[src/hdl/dq_pkg.sv]
// Shared types and codes for the double-ended queue.
// Used by dq_cell and double_ended_queue_top; depends on nothing.
`default_nettype none

package dq_pkg;

   // Request codes on req_operation
   typedef enum logic [1:0] {
      OP_PUSH_LEFT  = 2'd0,
      OP_PUSH_RIGHT = 2'd1,
      OP_POP_LEFT   = 2'd2,
      OP_POP_RIGHT  = 2'd3
   } op_type;

   // Completion codes on rsp_status
   typedef enum logic [1:0] {
      ST_DONE      = 2'd0,
      ST_UNDERFLOW = 2'd1,
      ST_OVERFLOW  = 2'd2
   } status_type;

   // Per-cycle command broadcast to every cell of the chain
   typedef struct packed {
      logic shift_right;   // push left: every word moves one cell right
      logic shift_left;    // pop left: every word moves one cell left
      logic push_tail;     // push right: first empty cell takes the word
      logic pop_tail;      // pop right: last full cell empties
   } cell_ctrl_type;

endpackage

`default_nettype wire

[src/hdl/dq_cell.sv]
// One storage cell of the deque chain: a word and its occupied flag.
// Depends on dq_pkg for the command struct.
`default_nettype none

module dq_cell #(
   parameter int WORD_WIDTH = 32
) (
   input  wire logic                    clock,
   input  wire logic                    reset,
   input  wire dq_pkg::cell_ctrl_type   ctrl,
   input  wire logic [WORD_WIDTH-1:0]   push_word,
   input  wire logic [WORD_WIDTH-1:0]   left_data,
   input  wire logic                    left_valid,
   input  wire logic [WORD_WIDTH-1:0]   right_data,
   input  wire logic                    right_valid,
   output logic      [WORD_WIDTH-1:0]   data_ff,
   output logic                         valid_ff,
   output logic      [WORD_WIDTH-1:0]   tail_tap
);

   logic [WORD_WIDTH-1:0] data_in;
   logic                  valid_in;
   logic                  is_tail;

   // this cell holds the rightmost word
   assign is_tail  = valid_ff & ~right_valid;
   assign tail_tap = is_tail ? data_ff : '0;

   // next contents from the command and the two neighbors
   always_comb begin
      data_in  = data_ff;
      valid_in = valid_ff;
      if (ctrl.shift_right) begin
         data_in  = left_data;
         valid_in = left_valid;
      end else if (ctrl.shift_left) begin
         data_in  = right_data;
         valid_in = right_valid;
      end else if (ctrl.push_tail && !valid_ff && left_valid) begin
         data_in  = push_word;
         valid_in = 1'b1;
      end else if (ctrl.pop_tail && is_tail) begin
         valid_in = 1'b0;
      end
   end

   // occupied flag is control, word is payload
   always_ff @(posedge clock) begin
      if (reset) begin
         valid_ff <= 1'b0;
      end else begin
         valid_ff <= valid_in;
      end
   end

   always_ff @(posedge clock) begin
      data_ff <= data_in;
   end

endmodule

`default_nettype wire

[src/hdl/double_ended_queue_top.sv]
// Double-ended queue top level: a row of dq_cell stages plus the response register.
// Depends on dq_pkg and dq_cell.
//
// The queue holds up to DEPTH words, left-justified in a row of cells: cell 0 is
// always the left end, and each cell knows whether it is the right end from its
// own flag and its right neighbor's. A push or pop at the left shifts the whole
// row one cell at once; a push or pop at the right touches only the boundary
// cell. Each request updates the cells when it is taken, and its response appears
// in the output register on the next cycle; a new request is taken every cycle
// unless the response side stalls with a response still held. A refused push
// (queue full) or pop (queue empty) leaves the contents untouched.
`default_nettype none

module double_ended_queue_top #(
   parameter int DEPTH      = 16,
   parameter int WORD_WIDTH = 32
) (
   input  wire logic        clock,
   input  wire logic        reset,
   // request channel
   input  wire logic        req_valid,
   output logic             req_stall,
   input  wire logic [1:0]  req_operation,
   input  wire logic [31:0] req_push_word,
   // response channel
   output logic             rsp_valid,
   input  wire logic        rsp_stall,
   output logic      [31:0] rsp_pop_word,
   output logic      [1:0]  rsp_status,
   output logic      [4:0]  rsp_fill_level
);

   localparam int CW = $clog2(DEPTH + 1);

   logic [WORD_WIDTH-1:0] cell_data  [DEPTH];
   logic [WORD_WIDTH-1:0] cell_tap   [DEPTH];
   logic [DEPTH-1:0]      cell_valid;

   logic [63:0]           push_ext;
   logic [WORD_WIDTH-1:0] push_word;
   logic [WORD_WIDTH-1:0] tail_word;
   logic [WORD_WIDTH-1:0] pop_word;
   logic [63:0]           pop_ext;
   logic [31:0]           count_ext;

   dq_pkg::op_type        op;
   dq_pkg::cell_ctrl_type ctrl;
   dq_pkg::status_type    status;
   logic                  accept;
   logic                  full;
   logic                  empty;

   logic [CW-1:0]         count_ff, count_in;
   logic                  rsp_valid_ff, rsp_valid_in;
   logic [31:0]           rsp_pop_word_ff, rsp_pop_word_in;
   logic [1:0]            rsp_status_ff, rsp_status_in;
   logic [4:0]            rsp_fill_level_ff, rsp_fill_level_in;

   // request handshake: the output register frees up when its response leaves
   assign req_stall = rsp_valid_ff & rsp_stall;
   assign accept    = req_valid & ~req_stall;

   assign op        = dq_pkg::op_type'(req_operation);
   assign push_ext  = 64'(req_push_word);
   assign push_word = push_ext[WORD_WIDTH-1:0];
   assign full      = cell_valid[DEPTH-1];
   assign empty     = ~cell_valid[0];

   // decode the request into a chain command and a status
   always_comb begin
      ctrl     = '0;
      status   = dq_pkg::ST_DONE;
      count_in = count_ff;
      case (op)
         dq_pkg::OP_PUSH_LEFT, dq_pkg::OP_PUSH_RIGHT: begin
            if (full) begin
               status = dq_pkg::ST_OVERFLOW;
            end else begin
               ctrl.shift_right = accept & (op == dq_pkg::OP_PUSH_LEFT);
               ctrl.push_tail   = accept & (op == dq_pkg::OP_PUSH_RIGHT);
               count_in         = count_ff + CW'(1);
            end
         end
         dq_pkg::OP_POP_LEFT, dq_pkg::OP_POP_RIGHT: begin
            if (empty) begin
               status = dq_pkg::ST_UNDERFLOW;
            end else begin
               ctrl.shift_left = accept & (op == dq_pkg::OP_POP_LEFT);
               ctrl.pop_tail   = accept & (op == dq_pkg::OP_POP_RIGHT);
               count_in        = count_ff - CW'(1);
            end
         end
         default: begin
            status = dq_pkg::ST_DONE;
         end
      endcase
   end

   // the cell chain; cell 0 sees the incoming word as its left neighbor
   for (genvar i = 0; i < DEPTH; i++) begin : g_cell
      logic [WORD_WIDTH-1:0] l_data, r_data;
      logic                  l_valid, r_valid;

      if (i == 0) begin : g_first
         assign l_data  = push_word;
         assign l_valid = 1'b1;
      end else begin : g_inner_l
         assign l_data  = cell_data[i-1];
         assign l_valid = cell_valid[i-1];
      end

      if (i == DEPTH - 1) begin : g_last
         assign r_data  = '0;
         assign r_valid = 1'b0;
      end else begin : g_inner_r
         assign r_data  = cell_data[i+1];
         assign r_valid = cell_valid[i+1];
      end

      dq_cell #(
         .WORD_WIDTH (WORD_WIDTH)
      ) u_cell (
         .clock       (clock),
         .reset       (reset),
         .ctrl        (ctrl),
         .push_word   (push_word),
         .left_data   (l_data),
         .left_valid  (l_valid),
         .right_data  (r_data),
         .right_valid (r_valid),
         .data_ff     (cell_data[i]),
         .valid_ff    (cell_valid[i]),
         .tail_tap    (cell_tap[i])
      );
   end

   // at most one cell drives its tap: the right end, when the queue is not empty
   always_comb begin
      tail_word = '0;
      for (int i = 0; i < DEPTH; i++) begin
         tail_word = tail_word | cell_tap[i];
      end
   end

   // response fields
   always_comb begin
      pop_word = '0;
      if (status == dq_pkg::ST_DONE && op == dq_pkg::OP_POP_LEFT) begin
         pop_word = cell_data[0];
      end else if (status == dq_pkg::ST_DONE && op == dq_pkg::OP_POP_RIGHT) begin
         pop_word = tail_word;
      end
   end

   assign pop_ext           = 64'(pop_word);
   assign count_ext         = 32'(count_in);
   assign rsp_pop_word_in   = accept ? pop_ext[31:0] : rsp_pop_word_ff;
   assign rsp_status_in     = accept ? status : rsp_status_ff;
   assign rsp_fill_level_in = accept ? count_ext[4:0] : rsp_fill_level_ff;
   assign rsp_valid_in      = accept | (rsp_valid_ff & rsp_stall);

   always_ff @(posedge clock) begin
      if (reset) begin
         count_ff     <= '0;
         rsp_valid_ff <= 1'b0;
      end else begin
         if (accept) begin
            count_ff <= count_in;
         end
         rsp_valid_ff <= rsp_valid_in;
      end
   end

   always_ff @(posedge clock) begin
      rsp_pop_word_ff   <= rsp_pop_word_in;
      rsp_status_ff     <= rsp_status_in;
      rsp_fill_level_ff <= rsp_fill_level_in;
   end

   assign rsp_valid      = rsp_valid_ff;
   assign rsp_pop_word   = rsp_pop_word_ff;
   assign rsp_status     = rsp_status_ff;
   assign rsp_fill_level = rsp_fill_level_ff;

   // occupied cells always form a solid run starting at cell 0
   a_solid_run: assert property (@(posedge clock) disable iff (reset)
      $onehot({1'b0, cell_valid} + {{DEPTH{1'b0}}, 1'b1}))
      else $error("occupied cells are not contiguous from the left end");

   // the word count tracks the occupied cells
   a_count_match: assert property (@(posedge clock) disable iff (reset)
      32'(count_ff) == 32'($countones(cell_valid)))
      else $error("word count disagrees with occupied cells");

   // a refused request leaves the contents alone
   a_refused_hold: assert property (@(posedge clock) disable iff (reset)
      accept && status != dq_pkg::ST_DONE |=> $stable(cell_valid))
      else $error("refused request changed the queue");

   // a pop that succeeds takes one word out
   a_pop_shrinks: assert property (@(posedge clock) disable iff (reset)
      accept && status == dq_pkg::ST_DONE && req_operation[1]
      |=> count_ff == $past(count_ff) - CW'(1))
      else $error("successful pop did not remove one word");

endmodule

`default_nettype wire

[config.mk]
export PLATFORM = sky130hd
export DESIGN_NAME = double_ended_queue_top
export DESIGN_NICKNAME = d
export VERILOG_FILES = /design/src/hdl/dq_pkg.sv /design/src/hdl/dq_cell.sv /design/src/hdl/double_ended_queue_top.sv
export SDC_FILE = /design/constraint.sdc
export NUM_CORES = 1
export LEC_CHECK = 0
export BUFFER_PORTS_ARGS = -buffer_cell sky130_fd_sc_hd__buf_2
export CAP_MARGIN = 15
export CORE_UTILIZATION = 27
export DETAILED_ROUTE_END_ITERATION = 8
export PLACE_DENSITY = 0.47
export SYNTH_ARGS = -nofsm -noshare
export SYNTH_HDL_FRONTEND = slang
export SYNTH_HIERARCHICAL = 1
export SYNTH_SLANG_ARGS = --single-unit
[constraint.sdc]
create_clock -name clock -period 9.4 [get_ports clock]
set_input_delay 1.41 -clock clock [delete_from_list [all_inputs] [get_ports clock]]
set_output_delay 1.41 -clock clock [all_outputs]
set_load 0.02 [all_outputs]
; ---- Word level (Yosys, flattened, before mapping)
; Index checks and enable logic that the tools add are counted.
; W data, S select, Z words.
[totals]
reg_bits = 573
inputBits = 38
out_inout_bits = 41
word_cells = 340
[op_classes]
n_addsub = 2
n_eq_ne = 3
n_mux = 144
bitwise = 53
reduce_logical = 101
[op_table]
columns = cell, n
row1 = $mux W32, 66
row2 = $or A32 B32 Y32, 15
row3 = $mux W1, 73
row4 = $reduce_bool A4 Y1, 16
row5 = $logic_and A1 B1 Y1, 49
row6 = $reduce_bool A3 Y1, 16
row7 = $and A1 B1 Y1, 21
row8 = $logic_not A1 Y1, 16
row9 = $not A1 Y1, 16
row10 = $mux W5, 2
row11 = $pmux W5 S2, 1
row12 = $add A5 B1 Y5 const B, 1
row13 = $sub A5 B1 Y5 const B, 1
row14 = $eq A2 B2 Y1 const B, 2
row15 = $logic_not A2 Y1, 2
row16 = $pmux W2 S2, 1
row17 = $reduce_or A2 Y1, 2
row18 = $eq A2 B1 Y1 const B, 1
row19 = $mux W2, 1
row20 = $or A1 B1 Y1, 1

; ---- Longest topological paths before layout
; Gate-level depths: netlist (run 1).
[logic_depth]
word_depth = 20
ltp_mapped = 9
ltp_nobuf = 6

; ---- By module
; Netlist (run 1), hierarchy kept.
[by_module_without_submodules]
columns = module, instances, cells_each, area_per_inst_um2, seq_area_each_um2
row1 = dq_cell, 16, 185, 1984.4, 980.9
row2 = double_ended_queue_top, 1, 303, 2974.1, 1291.2

; ---- Worst setup path before layout (run 1)
; No wires, ideal clock.
[synth_timing]
path_kind = input-to-reg
start = input port req_operation[1]
end = register g_cell[0].u_cell.data_ff[0], enable pin
setup_ns = 0.427
arrival_time_ns = 8.162
t_required_ns = 8.973
path_slack_ns = 0.811
cell_stages = 5
n_path_buf = 2
cell_sequence = buf_4 -> nor4_1 -> buf_6 -> nor2_1 -> o21ai_1
[synth_rtl]
columns = element, line
row1 = start: declaration, double_ended_queue_top.sv:23  ; input wire logic [1:0] req_operation,
row2 = end signal: assignment, dq_cell.sv:57  ; data_ff <= data_in;
row3 = end: declaration, dq_cell.sv:16  ; output logic [WORD_WIDTH-1:0] data_ff,

==> flow_metrics.tcl, run 1 <==
set metrics [dict create \
    status "completed" \
    vias 24714 \
    cts.sinks 573 \
    initial_core_util_pct 27.2 \
    grt_pass1_vias 23844 \
    htreeDepth 3 \
    dr.pass1.iters 6 \
    fin_ws_ps 4550 \
    grt_pass1_wl_um 162000 \
    worst-endpoint-required_ps 9740 \
    drv_slew 0 \
    path_max_fanout 62 \
    grt-ovfl-total 0 \
    numPortBuffers 78 \
    post-synth-top-area-fraction_pct 47.6 \
    core-area_sq_um 128000 \
    worstMarginPinSlew_ps 1120 \
    fin_tns_setup_ps 0 \
    worst_hold_path_type "flip-flop to flip-flop" \
    drive_above_1_share_pct 8.86 \
    grt_max_degree 231 \
    clk_pin_slew_ps 60 \
    worst_setup_path_end_kind "flip-flop" \
    crit_start "req_valid" \
    fmax_ghz 0.206 \
    ant_nets 0 \
    slew_headroom_pct 25.2 \
    dpl_cell_area_sq_um 36000 \
    power_density_nw_per_um2 168 \
    drc 0 \
    power.share.sequential_pct 47.8 \
    cts_tree "built" \
    clk_latency_ps 630 \
    hpwlAfterDp_um 57500 \
    synth_area_sq_um 34700 \
    cts_hold_buf 0 \
    r2r_start "g_cell[0].u_cell/valid_ff" \
    netSwitchingFraction_pct 27.2 \
    p_clk_share_pct 40.3 \
    cts.path.max_buffers 3 \
    synth_area_leaders "edfxtp_1, mux2i_1, and2_1, o21ai_1, nand2_1" \
    synth_warnings 6 \
    drt_iter0_drc 2162 \
    antenna_found_initial 15 \
    synth.distinct_cells 43 \
    synth_area_per_cell_sq_um 10.6 \
    die_h_um 361 \
    rows 131 \
    syn_inst 3263 \
    yosysSeqAreaShare_pct 48.9 \
    ys_ff_latch 573 \
    cp-start-kind "input port" \
    p_switching_mw 1.74 \
    fin_skew_ps 23.7 \
    yosys.area.top_type "edfxtp_1" \
    place_ws_ps 3880 \
    cts_resized 0 \
    p_int_mw 4.67 \
    cp.arrival_ps 5190 \
    cap_viol_max_count 0 \
    ioPinCount 79 \
    p_leak_nw 11.6 \
    via_per_inst 4.96 \
    routed_wl_um 110000 \
    finalCritPeriodShare_pct 51.6 \
    synth_edf_count 551 \
    post_cts_buffers 0 \
    rsz0062_at_grt "no" \
    nets 3308 \
    hold_violations 0 \
    die_area_sq_um 130000 \
    design_area_sq_um 38100 \
    worstSetupPathType "input port to flip-flop" \
    gp_congestion 0.729 \
    cts_inserted_buffers 72 \
    synth-async-reset-ratio_pct 0 \
    min_from "count_ff[1]" \
    comb_power_share_pct 11.9 \
    die_w_um 361 \
    period_needed_ps 4850 \
    cts-root-buf "clkbuf_16" \
    ys.flop_type "edfxtp_1" \
    finalSetupViolations 0 \
    ir_drop_mv 0.116 \
    area_growth_pct 9.65 \
    wl_per_cell_um 22.1 \
    timing.hold.ws_ps 520 \
    grt_usage_pct 16.5 \
]
metrics by stage:
stage	std cells	util (%)	power, mW
4_1_cts	4980	29.8	6.51
5_1_grt	4980	29.8	6.67
3_3_place_gp	4856	28.2	3.88
3_5_place_dp	4856	28.2	3.88
6_report	4985	29.9	6.41
2_1_floorplan	3298	-	3.58
Yosys cell counts, types with 2 or more instances:
cell type / number
a21boi_0: 16
nor2_1: 23
xnor2_1: 2
edfxtp_1: 551
a22o_1: 32
xor2_1: 3
nor2b_1: 20
conb_1: 2
nand2_1: 532
nand4_1: 34
o21ai_1: 528
o21a_1: 16
clkbuf_1: 40
nor2b_2: 16
or3_1: 2
a21oi_1: 4
buf_12: 48
dfxtp_1: 22
nor4_1: 129
buf_6: 32
buf_4: 17
ha_1: 2
inv_1: 19
and3_1: 2
buf_2: 96
and2_1: 517
nor3_2: 16
mux2i_1: 512
nor3b_4: 16
placed cells by master (no fill, tap or decap), drive strengths merged, types with 17 or more instances in the layout:
| cell type | synthesis | routed |
|---|---|---|
| edfxtp | 551 | 551 |
| nand2 | 533 | 533 |
| o21ai | 529 | 529 |
| and2 | 517 | 517 |
| mux2i | 512 | 512 |
| nor4 | 129 | 129 |
| buf | 193 | 129 |
| clkbuf | 40 | 87 |
| conb | 2 | 37 |
| nor2b | 36 | 36 |
| nand4 | 34 | 34 |
| clkinv | 0 | 34 |
| a22o | 32 | 32 |
| nor2 | 24 | 24 |
| dfxtp | 22 | 22 |
| inv | 19 | 19 |
| nor3 | 17 | 17 |
final cells by class:
class | instances | area [sq um]
Multi-Input combinational cell | 2473 | 16000
Fill cell | 13308 | 89400
Inverter | 19 | 72.6
Tap cell | 1662 | 2080
Antenna cell | 5 | 12.5
Clock buffer | 87 | 1880
Timing Repair Buffer | 129 | 836
Clock inverter | 37 | 218
Sequential cell | 573 | 17000
path summary, 6_finish.rpt:
check / endpoint / slack, ps / cells after the start
worst min register to register: count_ff[1] / 520 / 2
worst max register to register: g_cell[14].u_cell/data_ff[24] / 5020 / 7
worst max-delay path: g_cell[14].u_cell/data_ff[24] / 4550 / 9
worst min-delay path: count_ff[1] / 520 / 2
worst max-delay path: stages:
cell and delay [ps]:
buf_2 80, a21bo_1 300, clkinv_2 400, buf_4 460
and2_4 470, buf_4 610, buf_4 950, mux2i_1 280
o21ai_1 90
kinds of logic (layout without fill, tap and decap cells):
family | count (synthesis) | count (layout) | share of synthesized area (%)
xor gates and xnor gates | 5 | 5 | 0.126
AOI/OAI and AO/OA | 600 | 600 | 9.26
adders and majority gates | 2 | 2 | 0.0721
and+or+nand+nor | 1315 | 1315 | 20.6
other | 2 | 42 | 0.0216
muxes | 514 | 514 | 14.8
buffers and inverters | 252 | 272 | 6.19
DFF | 573 | 573 | 48.9
flip-flops by register name, summed over array words and instances, names as in the netlist:
register	cells
count_ff	5
g_cell.u_cell/data_ff	512
g_cell.u_cell/valid_ff	16
rsp_fill_level	5
rsp_pop_word	32
rsp_status	2
rsp_valid	1
routing by layer:
| layer | wire length [um] | track usage [%] | part of all wire (%) |
|---|---|---|---|
| met4 | 2090 | 3.92 | 1.9 |
| met2 | 51000 | 26.7 | 46 |
| met3 | 5760 | 2.67 | 5.2 |
| met5 | 22 | 0 | 0.020 |
| met1 | 51400 | 23.0 | 47 |
power by group through the flow:
stage | logic, mW | registers [mW] | clock network [mW]
finish | 0.762 | 3.06 | 2.58
global route | 0.834 | 3.08 | 2.75
CTS | 0.770 | 3.07 | 2.67
detailed placement | 0.768 | 3.12 | 0
global placement | 0.759 | 3.12 | 0
floorplan | 0.485 | 3.10 | 0
Power figures use the tool's default switching activity.
==> run 2, diff against run 1 <==
==> constraint.sdc (replaced) <==
create_clock -name clock -period 4.78 [get_ports clock]
set_input_delay 0.717 -clock clock [delete_from_list [all_inputs] [get_ports clock]]
set_output_delay 0.717 -clock clock [all_outputs]
set_load 0.02 [all_outputs]
==> flow_metrics.tcl, run 2 (synthesized netlist as in run 1, its figures left out) <==
set metrics [dict create \
    status "completed" \
    cp.arrival_ps 3430 \
    rsz0062_at_grt "no" \
    drive_above_1_share_pct 9.27 \
    grt-ovfl-total 0 \
    cts_inserted_buffers 71 \
    finalSetupViolations 0 \
    grt_usage_pct 16.8 \
    area_growth_pct 10.8 \
    drt_iter0_drc 2533 \
    wl_per_cell_um 22.2 \
    die_area_sq_um 130000 \
    rows 131 \
    fin_total_pwr_mw 13.0 \
    cts-root-buf "clkbuf_16" \
    post_cts_buffers 0 \
    largest_reg_flops 512 \
    via_per_inst 4.92 \
    hold_violations 0 \
    fin_tns_setup_ps 0 \
    cts_tree "built" \
    ant_nets 0 \
    layout_common_cells "edfxtp_1, nand2_1, and2_1" \
    grt_pass1_vias 23912 \
    drv_slew 0 \
    power_density_nw_per_um2 338 \
    cts.sinks 573 \
    initial_core_util_pct 27.2 \
    worst_setup_path_end_kind "flip-flop" \
    ir_drop_mv 0.200 \
    p_leak_nw 11.7 \
    die_h_um 361 \
    clk_pin_slew_ps 60 \
    path_max_fanout 16 \
    htreeDepth 3 \
    drc 0 \
    die_w_um 361 \
    vias 24600 \
    worst-endpoint-required_ps 5090 \
    fillers 13269 \
    fin_skew_ps 25.2 \
    routed_wl_um 111000 \
    numPortBuffers 78 \
    final_common_cell "edfxtp_1" \
    gp_congestion 0.731 \
    multiInputGateArea_sq_um 16000 \
    cp-start-kind "flip-flop" \
    fmax_ghz 0.320 \
    grt_max_degree 262 \
    cts_resized 0 \
    period_needed_ps 3120 \
    max_flop_register "g_cell.u_cell/data_ff" \
    cts.path.max_buffers 3 \
    worstMarginPinSlew_ps 1190 \
    cts_hold_buf 0 \
    nets 3316 \
    core-area_sq_um 128000 \
    fin_cells 5003 \
    ioPinCount 79 \
    fin_ws_ps 1660 \
    clk_latency_ps 650 \
    place_ws_ps 1270 \
    cap_viol_max_count 0 \
    grt_pass1_wl_um 164000 \
    dr.pass1.iters 5 \
    hpwlAfterDp_um 61100 \
    seq_area_sq_um 17000 \
    worst_hold_path_type "input port to flip-flop" \
    worstSetupPathType "flip-flop to flip-flop" \
    antenna_found_initial 17 \
    slew_headroom_pct 20.6 \
    dp_cells 4865 \
    finalCritPeriodShare_pct 65.3 \
]
-- run 2: cell count changes in the layout (fill, tap and decap cells not counted), sizes merged --
cell    change
buf         +9
bufinv      +6
clkbuf      -6
clkinv      +6
diode       +1
inv         +2
-- run 2: power breakdown --
part | switching, mW | leakage [nW] | internal [mW]
clock | 2.31 | 1.12 | 3.15
combinational | 1.01 | 5.33 | 0.512
sequential | 0.186 | 5.28 | 5.84
total | 3.51 | 11.7 | 9.50
-- run 2: metal layers --
| layer | wire length [um] | track usage, % | up-vias |
|---|---|---|---|
| li1 | - | - | 11741 |
| met1 | 50800 | 23.0 | 12121 |
| met2 | 52900 | 27.6 | 597 |
| met3 | 4840 | 2.13 | 139 |
| met4 | 2760 | 4.85 | 2 |
| met5 | 7 | 0 | - |
-- run 2: worst paths after layout --
check,depth (start not counted),slack (ps),start,end
worst max-delay path,5,1660,g_cell[15].u_cell/valid_ff,g_cell[8].u_cell/data_ff[20]
worst min-delay path,3,310,req_valid,rsp_valid
worst max register to register,5,1660,g_cell[15].u_cell/valid_ff,g_cell[8].u_cell/data_ff[20]
worst min register to register,2,530,count_ff[1],count_ff[1]
-- run 2: cell type report --
cell class,instances,share of cell area [%]
clock inverters,51,1.20
inverters,19,0.189
diodes,6,0.0390
well taps,1662,5.41
flip-flops and latches,573,44.2
multi-input cells,2473,41.6
clock buffers,81,4.77
repair buffers,138,2.64
-- run 2: per-stage QoR --
step                utilization (%)  hold WS, ps  area, sq um
floorplan                         -          469        34900
global placement               28.4          521        36200
detailed placement             28.4          527        36200
CTS                            30.2          268        38500
global route                   30.2          334        38500
finish                         30.2          310        38500
-- run 2: critical path, cell delays in order (launching register included) --
cell and delay [ps]:
dfxtp_1 490, nor2_2 280, and3_1 620, nand2_1 180
o21ai_4 800, buf_4 400
